===== config.mk =====
export PLATFORM = sky130hd
export DESIGN_NAME = ogff_divider
export DESIGN_NICKNAME = d
export VERILOG_FILES = /design/src/hdl/ogff_pkg.sv /design/src/hdl/ogff_divider.sv
export SDC_FILE = /design/constraint.sdc
export NUM_CORES = 1
export LEC_CHECK = 0
export ABC_CLOCK_PERIOD_IN_PS = 2000
export CORE_MARGIN = 10
export CORE_UTILIZATION = 30
export CTS_BUF_LIST = sky130_fd_sc_hd__clkbuf_4
export DETAILED_ROUTE_END_ITERATION = 6
export DONT_BUFFER_PORTS = 1
export PLACE_DENSITY = 0.5
export REMOVE_ABC_BUFFERS = 1
export SETUP_SLACK_MARGIN = 0.1
export SLEW_MARGIN = 0
export SYNTH_ARGS = -nofsm -noshare
export SYNTH_HDL_FRONTEND = slang
export SYNTH_SLANG_ARGS = --single-unit

===== constraint.sdc =====
create_clock -name clock -period 2 [get_ports clock]
set_input_delay 0.2 -clock clock [delete_from_list [all_inputs] [get_ports clock]]
set_output_delay 0.2 -clock clock [all_outputs]
set_load 0.005 [all_outputs]

===== src/hdl/ogff_pkg.sv =====
`timescale 1ns / 1ps
// ----------------------------------------------------------------------------
// Flood fill unit package
// Shared widths, command and register codes, sequencer states and the
// control words passed between the flood fill unit's modules.
// ----------------------------------------------------------------------------
package ogff_pkg;

   localparam int MAX_DIM_DEFAULT = 64;
   localparam int DEFAULT_IDX_W   = $clog2(MAX_DIM_DEFAULT * MAX_DIM_DEFAULT);
   localparam int DEFAULT_DIM_W   = $clog2(MAX_DIM_DEFAULT + 1);
   localparam int DEFAULT_COORD_W = $clog2(MAX_DIM_DEFAULT);

   localparam int CMD_W        = 2;
   localparam int INDEX_W      = 12;
   localparam int VALUE_W      = 8;
   localparam int COORD_PORT_W = 6;
   localparam int DIM_REG_W    = 7;
   localparam int CSR_INDEX_W  = 1;
   localparam int MAX_HITS     = 4;
   localparam int HIT_PTR_W    = 2;
   localparam int HIT_CNT_W    = 3;

   localparam logic [DIM_REG_W-1:0] DIM_RESET = 7'd64;

   localparam logic [CMD_W-1:0] CMD_LOAD  = 2'd0;
   localparam logic [CMD_W-1:0] CMD_START = 2'd1;
   localparam logic [CMD_W-1:0] CMD_STEP  = 2'd2;

   localparam logic [CSR_INDEX_W-1:0] REG_GRID_WIDTH  = 1'b0;
   localparam logic [CSR_INDEX_W-1:0] REG_GRID_HEIGHT = 1'b1;

   localparam logic [1:0] DIR_NORTH = 2'd0;
   localparam logic [1:0] DIR_EAST  = 2'd1;
   localparam logic [1:0] DIR_SOUTH = 2'd2;
   localparam logic [1:0] DIR_WEST  = 2'd3;

   typedef enum logic [3:0] {
      ST_IDLE,
      ST_CLEAR,
      ST_SEED,
      ST_POP,
      ST_FETCH,
      ST_DIVIDE,
      ST_ADDR,
      ST_CHECK,
      ST_DRAIN
   } state_type;

   typedef struct packed {
      logic load_we;
      logic read_en;
      logic vis_we;
      logic vis_bit;
   } cell_ctrl_type;

   typedef struct packed {
      logic flush;
      logic push;
      logic pop;
   } queue_ctrl_type;

endpackage


===== src/hdl/ogff_divider.sv =====
`timescale 1ns / 1ps
// ----------------------------------------------------------------------------
// Flood fill index divider
// Restoring divider that splits a cell index into row and column, one
// quotient bit per cycle.
// ----------------------------------------------------------------------------
module ogff_divider #(
   parameter int DIVIDEND_W = ogff_pkg::DEFAULT_IDX_W,
   parameter int DIVISOR_W  = ogff_pkg::DEFAULT_DIM_W
) (
   input  logic                  clock,
   input  logic                  reset,
   input  logic                  start,
   input  logic [DIVIDEND_W-1:0] dividend,
   input  logic [DIVISOR_W-1:0]  divisor,
   output logic                  busy,
   output logic [DIVIDEND_W-1:0] quotient,
   output logic [DIVISOR_W-1:0]  remainder
);
   import ogff_pkg::*;

   localparam int CNT_W = $clog2(DIVIDEND_W + 1);

   logic [DIVIDEND_W-1:0] quot_ff, quot_in;
   logic [DIVISOR_W-1:0]  rem_ff, rem_in;
   logic [DIVISOR_W-1:0]  divisor_ff, divisor_in;
   logic [CNT_W-1:0]      count_ff, count_in;
   logic                  busy_ff, busy_in;
   logic [DIVISOR_W:0]    trial;
   logic [DIVISOR_W:0]    diff;
   logic                  fits;

   always_comb begin
      trial      = {rem_ff, quot_ff[DIVIDEND_W-1]};
      diff       = trial - {1'b0, divisor_ff};
      fits       = trial >= {1'b0, divisor_ff};
      quot_in    = quot_ff;
      rem_in     = rem_ff;
      divisor_in = divisor_ff;
      count_in   = count_ff;
      busy_in    = busy_ff;
      if (busy_ff) begin
         quot_in  = {quot_ff[DIVIDEND_W-2:0], fits};
         rem_in   = fits ? diff[DIVISOR_W-1:0] : trial[DIVISOR_W-1:0];
         count_in = count_ff - CNT_W'(1);
         if (count_ff == CNT_W'(1)) begin
            busy_in = 1'b0;
         end
      end else if (start) begin
         quot_in    = dividend;
         rem_in     = '0;
         divisor_in = divisor;
         count_in   = CNT_W'(DIVIDEND_W);
         busy_in    = 1'b1;
      end
   end

   always_ff @(posedge clock) begin
      if (reset) begin
         busy_ff  <= 1'b0;
         count_ff <= '0;
      end else begin
         busy_ff  <= busy_in;
         count_ff <= count_in;
      end
   end

   always_ff @(posedge clock) begin
      quot_ff    <= quot_in;
      rem_ff     <= rem_in;
      divisor_ff <= divisor_in;
   end

   assign busy      = busy_ff;
   assign quotient  = quot_ff;
   assign remainder = rem_ff;

endmodule


; ---- Word level (Yosys, flattened, before mapping)
; Cells that the tools add are included.
; Widths: inputs -> output; s select.
[word_totals]
elab_cells = 22
mem_bits_ro = 0
regBits = 31
latchBits = 0
ramBits = 0
out_inout_bits = 20
memories = 0
[op_classes]
magnitude_cmp = 1
n_eq_ne = 1
n_mul = 0
div_mod_pow = 0
shifts = 0
mux = 10
bitwise_logic = 1
reduce_logical = 2
n_addsub = 2
[ops]
columns = op, count
row1 = $mux 12, 2
row2 = $mux 7, 3
row3 = $ge 8x7->1, 1
row4 = $mux 4, 2
row5 = $sub 7x7->7, 1
row6 = $eq 4x1->1 const B, 1
row7 = $sub 4x1->4 const B, 1
row8 = $mux 1, 3
row9 = $reduce_and 2->1, 1
row10 = $reduce_bool 2->1, 1
row11 = $not 1->1, 1

; ---- Depth between registers and ports, before layout
; Gate-level depths: netlist of the first run.
[logic_depth]
word_depth = 3
mapped_depth = 8

; ---- Least setup slack after synthesis of the first run
; Ideal clock, no wire load.
[synth_timing]
path_type = flip-flop to flip-flop
from = reg quot_ff[11] (netlist: quotient[11])
to = reg rem_ff[6] (netlist: remainder[6]), data pin
path_stages_with_launch = 9
setup_time_ns = 0.259
t_required_ns = 1.741
slack_ns = -0.167
arrival_ns = 1.909
path_buffers = 0
cell_sequence = edfxtp_1 > inv_1 > ha_1 > fa_1 > nand2b_2 > a21oi_1 > mux2_2 > o22ai_1 > a21oi_1
[synth_via]
elab_chain_cells = 3
[synth_lines]
columns = item, line
row1 = start: declaration, ogff_divider.sv:24  ; logic [DIVIDEND_W-1:0] quot_ff, quot_in;
row2 = start signal: assignment, ogff_divider.sv:69  ; quot_ff <= quot_in;
row3 = $sub 7x7->7 / $ge 8x7->1 (equally long branches), "ogff_divider.sv:35, ogff_divider.sv:36"
row4 = $mux 7 (*), ogff_divider.sv:44  ; rem_in = fits ? diff[DIVISOR_W-1:0] : trial[DIVISOR_W-1:0];
row5 = $mux 7 (*), ogff_divider.sv:42  ; if (busy_ff) begin
row6 = end signal: assignment, ogff_divider.sv:70  ; rem_ff <= rem_in;
row7 = end: declaration, ogff_divider.sv:25  ; logic [DIVISOR_W-1:0] rem_ff, rem_in;
; Every way passes the cells marked *; elsewhere a longest branch is shown, timed or not.
; A chain may end at the register's enable or synchronous reset.

; ---- Worst setup path in the final report of the first run
[layout_timing]
from = reg quot_ff[11] (netlist: quotient[11])
to = reg rem_ff[0] (netlist: remainder[0]), data pin
; The elaborated chain is that of the path after synthesis.

==> results of run 1 <==
cells by family after synthesis:
| kind of cell | count (synthesis) | synth area share [%] |
|---|---|---|
| adder cells (fa/ha/maj) | 10 | 7.92 |
| buffers and inverters | 18 | 4.56 |
| multiplexers | 14 | 9.34 |
| AND/OR/NAND/NOR | 31 | 10.0 |
| flip-flops | 31 | 52.6 |
| XOR/XNOR | 1 | 0.523 |
| AO/OA/AOI/OAI | 36 | 15.1 |
power groups by stage:
stage	clock network, W	registers (W)	logic, W
detailed placement	0	0.000860	0.000494
finish	0.000371	0.000850	0.000628
CTS	0.000394	0.000851	0.000607
global placement	0	0.000859	0.000484
global route	0.000427	0.000863	0.000697
floorplan	0	0.000848	0.000309
state kept, by name (all words and copies together), names as in the netlist:
register / flops
busy: 1
remainder: 7
count_ff: 4
quotient: 12
divisor_ff: 7
synthesized netlist by cell type:
library cell  number
edfxtp_1          26
inv_1             14
mux2_2            13
a21oi_1           11
ha_1               9
nor2_1             9
o21ai_0            8
dfxtp_1            5
nand3_1            5
nor2b_1            4
a311oi_1           3
nand2b_1           3
nor3b_1            3
clkbuf_1           2
o21a_1             2
o22ai_1            2
o311a_1            2
o31a_1             2
a211o_1            1
a21oi_2            1
a21oi_4            1
a31oi_1            1
and3_1             1
buf_2              1
buf_6              1
fa_1               1
mux2i_1            1
nand2_1            1
nand2b_2           1
nand4_1            1
nor2_2             1
nor3_1             1
o221a_2            1
o221ai_2           1
or2_2              1
xnor2_1            1
cell type report:
class	count	area [sq um]	share of cell area [%]
inverters	14	52.6	2.32
clock inverters	1	5.00	0.221
clock buffers	7	52.6	2.32
flip-flops and latches	31	881	39.0
well taps	72	90.1	3.98
multi-input cells	92	858	38.0
repair buffers	37	322	14.2
what timing repair did:
item / 4_1_cts / 5_1_grt
hold buffers: 8 / 0
endpoints found under the setup margin: 8 / 8
setup buffers: 3 / 2
endpoints found under the hold margin: 12 / 0
pin swaps: 10 / 4
resized for setup: 23 / 5
worst min path at each step:
stage	cells after the start	startpoint	end	slack [ps]
after floorplan	1	reset	count_ff[1]	270
after global placement	1	reset	count_ff[3]	270
after detailed placement	1	reset	count_ff[0]	280
after CTS	2	start	count_ff[1]	20
after global routing	2	start	count_ff[1]	20
final	2	start	count_ff[1]	40
metal layers:
metal / share of wire [%] / track usage [%]
met1: 40 / 10.9
met2: 49 / 15.7
met3: 10 / 4.60
met4: 1.3 / 3.49
met5: 0 / 0
placed cells by master (no fill, tap or decap), types with 4 or more instances in the layout:
master          n
clkbuf_4        7
ha_4            4
o21ai_0         5
dlygate4sd3_1   8
a21oi_1         9
inv_1          14
dfxtp_1         5
edfxtp_1       26
ha_1            4
mux2_2         11
nor2_1          9
buf_4          25
stage by stage:
step / std cells / worst slack (ps) / utilization (%)
6_report: 254 / -35.7 / 41.3
5_1_grt: 254 / -124 / 41.3
4_1_cts: 252 / 13.4 / 40.7
3_5_place_dp: 233 / -200 / 35.3
3_3_place_gp: 233 / -189 / 35.3
2_1_floorplan: 137 / -170 / -
==> qor.yml, run 1 <==
max-clock-path-buffers: 2
skew_ps: 7.28
power_frac_clock_pct: 20.1
crit_slowest_cell: "edfxtp_1"
final_area_sq_mm: 0.00226
globalplace.congestion: 0.844
cp-endpoint: "remainder[0]"
min_path_type: "primary input to register"
timing.rr.start: "quotient[11]"
setup_ws_ps: -35.7
ant_nets: 0
setup_violations: 2
placed_area_sq_mm: 0.00193
grt_max_degree: 17
avgSynthCellArea_sq_um: 11.9
fin_nets: 213
synth_top_area_share_pct: 46.6
slew_headroom_pct: 55.4
area_growth_pct: 35.0
drive_above_1_share_pct: 39.6
tightest_slew_ps: 667
cp_data_arrival_time_ps: 2120
diodes: 0
core-area_sq_mm: 0.00547
track_usage_pct: 9.67
yosysTopAreaCell: "edfxtp_1"
r2r_end: "remainder[0]"
synthesis.area_sq_mm: 0.00168
netlist_instances: 141
critPathKind: "register to register"
rsz0062_at_grt: "true"
yosys_register_bits: 31
htree_levels: 2
power.total_w: 0.00185
power_frac_comb_pct: 34.0
cts_buffers: 5
synthTopCellsByArea: "edfxtp_1 (47%), mux2_2 (8.7%), ha_1 (6.7%), dfxtp_1 (6.0%), a21oi_1 (3.3%)"
finalCriticalPeriod_ps: 2040
die_y_um: 94.7
clk_latency_ps: 330
cts_tree: "done"
critPathTopFamily: "compound AO/OA/AOI/OAI gates"
worst-path-stages: 8
dr.pass1.iters: 4
hold_ws_ps: 37.7
r2r_cells: 8
status: "complete, but fails checks"
clk_pin_slew_worst_paths_ps: 100
startpoint_type: "register"
worst-path-buf-inv: 2
nFillCells: 552
fin_crit_sh_pct: 102
startpoint: "quotient[11]"
grt_pass1_wl_mm: 6.76
maxSlewViolCount: 0
p_leak_nw: 0.881
pin_count: 42
antenna_found_initial: 0
cp_slowest_stage_delay_ps: 400
die_area_sq_mm: 0.00897
synth.distinct_cells: 36
yosysSeqAreaShare_pct: 52.6
avgViaCountPerCell: 4.98
place.detailed.hpwl_mm: 3.08
drc: 0
maxCapViolCount: 0
r2r_slack_ps: -40
yosys_warnings: 0
portBuffers: 0
clkSinkCount: 31
crit_path_max_fanout: 6
max_freq_mhz: 491
hold_viol: 0
finalSetupTns_ps: -44.7
clock-root-buffer: "clkbuf_4"
cp-end-kind: "register"
avgRoutedWirePerCell_um: 15.9
peakVddDrop_v: 0.000421
path_cells: "inv_1, ha_2, fa_2, nand2b_4, a21oi_4, o221a_4, buf_6, o311a_1"
p_switching_w: 0.000561
wirelength_mm: 4.04
die_w_um: 94.7
required_ps: 2080
drt-initial-drc-count: 53
overflow: 0
p_seq_share_pct: 46.0
power.density_mw_per_mm2: 818
grt_pass1_vias: 1405
violations: "setup timing"
vias: 1264
p_int_w: 0.00129
start_util_pct: 30.6
fp-row-count: 27
switching_share_pct: 30.4
(Power assumes the default switching activity.)
==> run 2: changes to the inputs <==
--- a/config.mk
+++ b/config.mk
@@ -6,12 +6,12 @@
 export NUM_CORES = 1
 export LEC_CHECK = 0
 export ABC_CLOCK_PERIOD_IN_PS = 2000
-export CORE_MARGIN = 10
 export CORE_UTILIZATION = 30
 export CTS_BUF_LIST = sky130_fd_sc_hd__clkbuf_4
 export DETAILED_ROUTE_END_ITERATION = 6
 export DONT_BUFFER_PORTS = 1
-export PLACE_DENSITY = 0.5
+export GPL_ROUTABILITY_DRIVEN = 1
+export PLACE_DENSITY = 0.43
 export REMOVE_ABC_BUFFERS = 1
 export SETUP_SLACK_MARGIN = 0.1
 export SLEW_MARGIN = 0
==> run 2 against run 1 <==
  * The run still ends with setup timing left
  * Die area shrank 34%
  * Clock skew about the same
  * Maximum frequency increased by 0.67%
  * First-iteration DRC count is 9.4% lower
  * Critical path depth is 1 lower
  * Setup slack better by 14 ps
==> qor.yml, run 2 (synthesis results as in run 1) <==
startpoint_type: "register"
cp_slowest_stage_delay_ps: 390
clkSinkCount: 31
grt_pass1_vias: 1208
core-area_sq_mm: 0.00524
dpl_worst_slack_ps: -225
cp-end-kind: "register"
clk_latency_ps: 330
skew_ps: 6.92
grt_pass1_wl_mm: 6.09
cp_data_arrival_time_ps: 2110
htree_levels: 2
stdcell_count: 249
antenna_found_initial: 0
mostFrequentLayoutCells: "edfxtp_1 (26), buf_4 (23), inv_1 (14)"
critPathKind: "register to register"
p_int_w: 0.00135
hold_path_startpoint: "start"
crit_path_max_fanout: 7
maxCapViolCount: 0
rsz0062_at_grt: "true"
dr.pass1.iters: 4
clock-root-buffer: "clkbuf_4"
p_seq_share_pct: 43.6
overflow: 0
power_frac_clock_pct: 24.7
place.detailed.hpwl_mm: 2.74
avgRoutedWirePerCell_um: 14.9
track_usage_pct: 13.2
die_area_sq_mm: 0.00589
setup_violations: 4
placed_area_sq_mm: 0.00192
final_area_sq_mm: 0.00220
portBuffers: 0
pin_count: 42
largest_reg_flops: 12
max_freq_mhz: 495
diodes: 0
multi_input_area_sq_um: 805
timing.rr.start: "divisor_ff[0]"
switching_share_pct: 29.0
power_frac_comb_pct: 31.7
max-clock-path-buffers: 2
holdPathEnd: "count_ff[1]"
slew_headroom_pct: 71.6
regArea_sq_um: 881
final_common_cell: "edfxtp_1"
status: "complete, but fails checks"
p_switching_w: 0.000553
r2r_cells: 7
fin_crit_sh_pct: 101
required_ps: 2090
fin_nets: 210
vias: 1228
crit_slowest_cell: "edfxtp_1"
drc: 0
avgViaCountPerCell: 4.93
nFillCells: 510
fp-row-count: 26
tightest_slew_ps: 425
power.density_mw_per_mm2: 868
p_leak_nw: 0.864
hold_viol: 0
grt_max_degree: 27
start_util_pct: 32.0
maxSlewViolCount: 0
min_path_type: "primary input to register"
dp.cells: 229
area_growth_pct: 31.1
peakVddDrop_v: 0.000404
r2r_end: "remainder[1]"
hold_ws_ps: 44.9
setup_ws_ps: -22.1
path_cells: "ha_2, fa_2, nand2b_4, a21oi_4, o221a_4, o21ai_0, o311a_1"
globalplace.congestion: 0.804
cts_tree: "done"
wirelength_mm: 3.70
drt-initial-drc-count: 48
violations: "setup timing"
ant_nets: 0
power.total_w: 0.00191
die_y_um: 76.7
clk_pin_slew_worst_paths_ps: 100
holdPathStages: 2
cts_buffers: 5
die_w_um: 76.7
finalCriticalPeriod_ps: 2020
drive_above_1_share_pct: 35.2
r2r_slack_ps: -20
run 2: cell count changes in the layout (fill, tap and decap cells not counted), sizes merged:
cell and change:
clkinv +1, clkbuf -2, bufinv +1, buf -3
run 2: power by group through the flow:
stage / Combinational (W) / Clock [W] / Sequential, W
floorplan: 0.000309 / 0 / 0.000848
global placement: 0.000498 / 0 / 0.000844
detailed placement: 0.000499 / 0 / 0.000845
CTS: 0.000573 / 0.000495 / 0.000832
global route: 0.000666 / 0.000521 / 0.000841
finish: 0.000605 / 0.000470 / 0.000832
run 2: worst max-delay path by stage:
| stage | slack, ps | cells after the start | to | startpoint |
|---|---|---|---|---|
| final | -20 | 7 | remainder[1] | divisor_ff[0] |
| after global routing | -110 | 7 | remainder[3] | divisor_ff[0] |
| after CTS | -30 | 7 | remainder[6] | divisor_ff[0] |
| after detailed placement | -230 | 8 | remainder[6] | quotient[11] |
| after global placement | -170 | 8 | remainder[6] | quotient[11] |
| after floorplan | -170 | 8 | remainder[6] | quotient[11] |
run 2: layer usage:
layer  GRT usage, %  vias up  wire, um
met1           16.6      595      1580
met5              0        -         0
met3           3.93        6       208
met2           21.3       26      1860
li1               -      601         -
met4           5.00        0        53
run 2: timing repair:
item,CTS,global route
hold endpoints to repair,12,0
pin swaps,5,4
setup buffers,2,2
setup endpoints to repair,8,8
hold buffers,8,0
gates resized for setup,14,6
run 2: per-stage QoR:
| stage | TNS, ps | utilization (%) |
|---|---|---|
| final | -67.4 | 41.9 |
| after global placement | -718 | 36.6 |
| after global routing | -620 | 41.9 |
| after detailed placement | -931 | 36.6 |
| after CTS | -68.1 | 41.0 |
| after floorplan | -403 | - |
run 2: worst max-delay path: cells and delay by family, from the launching register on:
| family | cells | cell delay, ps |
|---|---|---|
| AND/OR/NAND/NOR | 1 | 170 |
| flip-flops | 1 | 390 |
| AO/OA/AOI/OAI | 4 | 670 |
| adder cells (fa/ha/maj) | 2 | 550 |
run 2: area by class of cell:
type                            count  share of cell area [%]
Inverter                           14                    2.39
Timing Repair Buffer               34                    13.4
Clock inverter                      3                    1.77
Sequential cell                    31                    40.1
Clock buffer                        5                    1.71
Tap cell                           70                    3.99
Multi-Input combinational cell     92                    36.6
==> run 3: changes to the inputs <==
--- a/config.mk
+++ b/config.mk
@@ -6,6 +6,7 @@
 export NUM_CORES = 1
 export LEC_CHECK = 0
 export ABC_CLOCK_PERIOD_IN_PS = 2000
+export CORE_ASPECT_RATIO = 2
 export CORE_UTILIZATION = 30
 export CTS_BUF_LIST = sky130_fd_sc_hd__clkbuf_4
 export DETAILED_ROUTE_END_ITERATION = 6
==> constraint.sdc (replaced) <==
create_clock -name clock -period 2 [get_ports clock]
set_input_delay 0.2 -clock clock [delete_from_list [all_inputs] [get_ports clock]]
set_output_delay 0.2 -clock clock [all_outputs]
set_load 0.01 [all_outputs]
==> run 3 against run 2 <==
  * The run still ends with setup timing left
  * Clock-buffer cell count unchanged
  * Clock power increased by 4%
  * Cell count decreased by 4.4%
  * Critical path depth unchanged
  * Sequential share of layout area decreased by 0.20 points
  * Maximum frequency increased by 0.24%
  * Non-clock buffer count decreased by 1
  * Highest routed layer unchanged
==> qor.yml, run 3 (synthesis results as in run 1) <==
fp-row-count: 38
peakVddDrop_v: 0.000539
path_cells: "buf_6, ha_4, nor2b_1, o31a_1, mux2_2, o22ai_1, a21oi_2"
p_leak_nw: 0.854
portBuffers: 0
clock-root-buffer: "clkbuf_4"
crit_slowest_cell: "edfxtp_1"
ant_nets: 0
slew_headroom_pct: 49.6
htree_levels: 2
grt_pass1_wl_mm: 6.43
fin_nets: 209
cp_data_arrival_time_ps: 2110
startpoint_type: "register"
setup_ws_ps: -17.3
finalCriticalPeriod_ps: 2020
max-clock-path-buffers: 2
grt_max_degree: 27
p_switching_w: 0.000603
power_frac_clock_pct: 25.0
wirelength_mm: 4.10
overflow: 0
vias: 1242
violations: "setup timing"
status: "complete, but fails checks"
dr.pass1.iters: 4
crit_path_max_fanout: 3
min_path_type: "primary input to register"
hold_ws_ps: 19.1
r2r_cells: 7
core-area_sq_mm: 0.00542
final_common_cell: "edfxtp_1"
grt_pass1_vias: 1328
switching_share_pct: 30.8
hold_viol: 0
power_frac_comb_pct: 31.9
max_freq_mhz: 496
maxSlewViolCount: 0
avgViaCountPerCell: 5.22
clk_pin_slew_worst_paths_ps: 110
avgRoutedWirePerCell_um: 17.2
setup_violations: 2
required_ps: 2090
cts_tree: "done"
cts_buffers: 5
stdcell_count: 238
dp.cells: 220
cp-end-kind: "register"
mostFrequentLayoutCells: "edfxtp_1 (26), buf_4 (20), inv_1 (13)"
fin_crit_sh_pct: 101
die_y_um: 108
power.total_w: 0.00196
p_seq_share_pct: 43.1
tightest_slew_ps: 753
globalplace.congestion: 0.788
holdPathStages: 2
die_w_um: 54.8
die_area_sq_mm: 0.00591
wl_met1_mm: 1.43
rsz0062_at_grt: "true"
place.detailed.hpwl_mm: 3.10
start_util_pct: 30.9
largest_reg_flops: 12
p_int_w: 0.00135
maxCapViolCount: 0
antenna_found_initial: 0
wl_met3_um: 146
power.density_mw_per_mm2: 886
critPathKind: "register to register"
maxUsedRoutingLayer: "met4"
drc: 0
clkSinkCount: 31
cp_slowest_stage_delay_ps: 410
clk_latency_ps: 330
area_growth_pct: 31.8
skew_ps: 12.4
drt-initial-drc-count: 12
track_usage_pct: 15.5
pin_count: 42
nFillCells: 554
drive_above_1_share_pct: 36.5
diodes: 0
met2_wirelength_mm: 2.46
[run 3: changes by cell type in the layout (fill, tap and decap cells not counted), sizes merged]
cell,previous run,this run
buf,26,25
[run 3: area by class of cell]
cell class,count,area [sq um],area share (%)
clock buffers,5,37.5,1.70
clock inverters,3,38.8,1.76
inverters,14,52.6,2.38
multi-input cells,92,828,37.5
flip-flops and latches,31,881,39.9
well taps,60,75.1,3.40
repair buffers,33,295,13.4
[run 3: worst max-delay path: cells and delay by family (launching register included)]
kind                     cells  cell delay, ps
adder cells (fa/ha/maj)      1             250
flip-flops                   1             410
AO/OA/AOI/OAI                3             440
buffers and inverters        1             150
AND/OR/NAND/NOR              1             170
multiplexers                 1             350
[run 3: metrics by stage]
step | TNS, ps | util [%] | cell area [sq um] | setup slack, ps
final | -20.2 | 40.7 | 2210 | -17.3
after global routing | -680 | 40.7 | 2210 | -138
after CTS | -193 | 39.8 | 2160 | -47.6
after detailed placement | -1000 | 35.3 | 1910 | -243
after global placement | -1000 | 35.3 | 1910 | -238
after floorplan | -638 | - | 1650 | -212
[run 3: final timing paths]
| path | from | endpoint | slack (ps) |
|---|---|---|---|
| max | remainder[0] | remainder[5] | -20 |
| min | start | count_ff[1] | 20 |
| max reg2reg | remainder[0] | remainder[5] | -20 |
| min reg2reg | count_ff[3] | count_ff[3] | 510 |
[run 3: layer usage]
| metal | track usage (%) | up-vias |
|---|---|---|
| met1 | 15.2 | 613 |
| met5 | 0 | - |
| met2 | 29.0 | 28 |
| li1 | - | 597 |
| met4 | 6.04 | 0 |
| met3 | 3.11 | 4 |
[run 3: what timing repair did]
item	CTS	global route
setup endpoints to repair	8	8
endpoints found under the hold margin	12	0
buffers inserted	1	1
hold buffers	8	0
pin swaps	6	5
gates cloned	0	0
gates resized for setup	16	10
[run 3: power groups by stage]
stage	registers [W]	logic, W	clock network [W]
6_report	0.000844	0.000624	0.000489
5_1_grt	0.000853	0.000691	0.000519
4_1_cts	0.000845	0.000599	0.000503
3_5_place_dp	0.000859	0.000522	0
3_3_place_gp	0.000859	0.000517	0
2_1_floorplan	0.000869	0.000309	0
